===== src/design/fdl_pkg.sv =====
// Shared types and constants of the fractional delay line.
`timescale 1ns / 1ps

package fdl_pkg;

  localparam int DEPTH       = 65536;
  localparam int SAMPLE_BITS = 24;
  localparam int FRAC_BITS   = 16;
  localparam int ADDR_BITS   = $clog2(DEPTH);
  localparam int LEN_BITS    = 17;
  localparam int DELAY_BITS  = 32;
  localparam int ACC_BITS    = 32;
  localparam int CFG_IDX_BITS = 8;

  localparam logic [CFG_IDX_BITS-1:0] CFG_BUFFER_LENGTH = CFG_IDX_BITS'(0);
  localparam logic [CFG_IDX_BITS-1:0] CFG_INTERP_MODE   = CFG_IDX_BITS'(1);

  localparam logic [LEN_BITS-1:0] LEN_RESET = LEN_BITS'(DEPTH);

  typedef enum logic [1:0] {
    MODE_LINEAR,
    MODE_LAGRANGE,
    MODE_CUBIC,
    MODE_HERMITE
  } interp_mode_t;

  typedef enum logic [3:0] {
    ST_CLR,
    ST_IDLE,
    ST_MOD,
    ST_BASE,
    ST_TAP,
    ST_WAIT,
    ST_COEF,
    ST_MAC,
    ST_FIN
  } fdl_state_t;

  // One request to the shared multiply-accumulate unit.
  typedef struct packed {
    logic                       load;
    logic                       step;
    logic signed [ACC_BITS-1:0] operand;
  } mac_req_t;

endpackage


===== src/design/fdl_mac.sv =====
// Shared multiply, round and add unit that holds the Horner accumulator.
`timescale 1ns / 1ps

module fdl_mac (
  input  logic                               clk,
  input  fdl_pkg::mac_req_t                  req,
  input  logic [fdl_pkg::FRAC_BITS-1:0]      frac,
  output logic signed [fdl_pkg::ACC_BITS-1:0] acc
);
  import fdl_pkg::*;

  localparam int PROD_BITS = ACC_BITS + FRAC_BITS + 1;

  localparam logic signed [PROD_BITS-1:0] HALF =
    $signed(PROD_BITS'(1) << (FRAC_BITS - 1));

  logic signed [PROD_BITS-1:0] prod;
  logic signed [PROD_BITS-1:0] rounded;
  logic signed [ACC_BITS-1:0]  scaled;

  assign prod    = acc * $signed({1'b0, frac});
  // Round to nearest, ties upward: add half, then floor shift.
  assign rounded = (prod + HALF) >>> FRAC_BITS;
  assign scaled  = $signed(rounded[ACC_BITS-1:0]);

  always_ff @(posedge clk) begin
    if (req.load) begin
      acc <= req.operand;
    end else if (req.step) begin
      acc <= scaled + req.operand;
    end
  end

endmodule


===== config.mk =====
export PLATFORM = sky130hd
export DESIGN_NAME = fdl_mac
export DESIGN_NICKNAME = d
export VERILOG_FILES = /design/src/design/fdl_pkg.sv /design/src/design/fdl_mac.sv
export SDC_FILE = /design/constraint.sdc
export NUM_CORES = 1
export LEC_CHECK = 0
export BUFFER_PORTS_ARGS = -buffer_cell sky130_fd_sc_hd__buf_2
export CAP_MARGIN = 5
export CELL_PAD_IN_SITES_DETAIL_PLACEMENT = 1
export CELL_PAD_IN_SITES_GLOBAL_PLACEMENT = 1
export CORE_MARGIN = 3
export CORE_UTILIZATION = 43
export DETAILED_ROUTE_END_ITERATION = 12
export MAX_ROUTING_LAYER = met4
export PLACE_DENSITY = 0.82
export REMOVE_ABC_BUFFERS = 1
export SLEW_MARGIN = 15
export SYNTH_ARGS = -nofsm -noshare
export SYNTH_HDL_FRONTEND = slang
export SYNTH_SLANG_ARGS = --single-unit
export TNS_END_PERCENT = 100

===== constraint.sdc =====
create_clock -name clk -period 23.1 [get_ports clk]
set_input_delay 5.775 -clock clk [delete_from_list [all_inputs] [get_ports clk]]
set_output_delay 5.775 -clock clk [all_outputs]
set_load 0.1 [all_outputs]

==> results.cfg <==
[clocking]
clockBufferDepth = 2
cts.htree.levels = 2
clkSinkCount = 32
root_buffer = clkbuf_16
clock_latency_ns = 0.30
tritoncts = done
postCtsResizedCells = 0
clk_pin_slew_worst_paths_ns = 0.05
numCtsBuffers = 5
cts_setup_buffers = 0
holdBufCountCts = 0

[sta]
tightestPinTransition_ns = 1.03
grt_setup_unrepaired = no
min_period_ns = 15.29
slew-limit-headroom = 0.316
max_freq_ghz = 0.0654
setup_tns_ns = 0
slew_viol_final = 0
hold_viol = 0
fin_worst_skew_ns = 0.0105
finalCritPeriodShare = 0.662
finalSetupViolCount = 0

[yosys]
synth_cell_types = 47
ys.flop_type = edfxtp_1
post-synth-top-count-cell = inv_1
yosys-top-cells-area = fa_1, inv_1, ha_1, and2_1, nand2_1
syn_area_per_cell_um2 = 8.94
async_flop_share = 0
synth_top_area_share = 0.469
netlist_instances = 2310
synth-edff-count = 32
yosys.area.top_type = fa_1
ys_top_cells_by_count = inv_1, fa_1, and2_1
syn-cell-area_um2 = 20700
seq_area_frac_synth = 0.0465
yosys_warnings = 0
synth-seq-cells = 32

[global_routing]
grt_pass1_vias = 18700
grt_pass1_wl_um = 98500
grt-ovfl-total = 0
grtUsageTotal = 0.257
grt_start_max_net_pins = 63
antenna_found_initial = 0

[layout]
instances_no_fill = 2922
drive_gt1_frac = 0.0441
regMostFlops = acc
multiInputGateArea_um2 = 17000
seq_area_um2 = 961
reg_top3 = acc x32
nFillCells = 5546
final_net_count = 3023
largest_reg_flops = 32
syn_to_final_growth_pct = 4.83

[worst_setup_path]
critical_path_peak_fanout = 32
worst_setup_path_start_kind = primary input
arrival_ns = 15.30
critPathKind = primary input to register
cpMaxStageDelayCell = buf_2
critical_path.most_common_cell = fa_1
cpPeakStageDelay_ns = 0.63
critPathCaptureType = register
required_ns = 23.11

[routing]
finalWirelength_um = 60500
via_count = 15700
avgViaCountPerCell = 5.38
first_pass_iters = 5
drc = 0
antenna_left = 0
avgRoutedWirePerCell_um = 20.7
drtIter0Drc = 797

[run]
drv_cap = 0

[hold_path]
hold_class = register to register

[place]
routabilityCongestion = 0.886
dp_hpwl_um = 48700
numPortBuffers = 82
dp.cells = 2914

[floorplanning]
fp.dieH_um = 225
die_area_um2 = 50700
ios = 83
coreArea_um2 = 47000
fp.dieW_um = 225
start_util = 0.440
rows = 79

[outcome]
outcome = complete, no violations
==> worst paths after layout <==
kind | end | from | cells past startpoint | slack (ns)
max reg2reg | acc[30]$_DFFE_PP_ | acc[10]$_DFFE_PP_ | 33 | 12.92
min reg2reg | acc[31]$_DFFE_PP_ | acc[31]$_DFFE_PP_ | 9 | 2.12
max | acc[30]$_DFFE_PP_ | frac[2] | 33 | 7.81
min | acc[31]$_DFFE_PP_ | acc[31]$_DFFE_PP_ | 9 | 2.12
==> critical path, delay by kind of cell <==
kind,cells,cell delay [ns]
compound gates,15,4.11
fa+ha+maj,8,3.61
simple gates,5,0.84
buf+inv,4,0.78
xor+xnor,1,0.16
==> cell usage in the layout (no fill, tap or decap), drive strengths merged, types with 3 or more instances in the layout <==
cell type / Yosys / final
xnor2: 39 / 39
nand2: 268 / 268
nor3: 5 / 5
buf: 0 / 85
a221oi: 4 / 4
nor2: 22 / 22
inv: 621 / 621
a31oi: 9 / 9
clkbuf: 88 / 5
o21bai: 7 / 7
and3: 6 / 6
o211ai: 6 / 6
o21ai: 57 / 57
a211oi: 8 / 8
edfxtp: 32 / 32
nand2b: 3 / 3
o21a: 5 / 5
or3: 4 / 4
a21o: 29 / 29
and2: 301 / 301
nor4: 3 / 3
ha: 174 / 174
a21oi: 55 / 55
nor2b: 4 / 4
fa: 484 / 484
nand3: 12 / 12
o31ai: 5 / 5
nand4: 6 / 6
or2: 4 / 4
xor2: 32 / 32
==> metrics by stage <==
step | utilization | hold WS [ns] | instance area, um2 | setup WS [ns]
global route | 0.461 | 2.26 | 21600 | 7.16
floorplan | - | 2.16 | 20300 | 9.51
detailed placement | 0.458 | 2.13 | 21500 | 7.60
CTS | 0.461 | 2.14 | 21600 | 7.86
global placement | 0.458 | 2.10 | 21500 | 8.14
finish | 0.461 | 2.12 | 21600 | 7.81
==> area by class of cell <==
class | count | area share
inverter | 621 | 0.108
clock buffer | 5 | 0.00578
timing repair buffer | 85 | 0.0200
antenna | 1 | 0.000116
multi-input combinational | 1569 | 0.787
tap | 607 | 0.0351
clock inverter | 2 | 0.000347
sequential | 32 | 0.0444
==> logic make-up after synthesis <==
kind of cell,Yosys count,share of synthesized area
buffers and inverters,709,0.129
flip-flops,32,0.0465
AO/OA/AOI/OAI,195,0.0590
XOR/XNOR,72,0.0312
AND/OR/NAND/NOR,642,0.159
adder cells (fa/ha/maj),658,0.575
multiplexers,2,0.00109
==> routing by layer <==
layer	vias up	wire length [um]	GRT usage
met2	465	32700	0.469
met3	153	2580	0.0276
met4	0	2410	0.0998
met1	8325	22800	0.289
met5	-	0	-
li1	6763	-	-
Power is left out: the tool's default activity adds up to more than one toggle a clock period on the data nets, which glitch-free logic cannot reach.
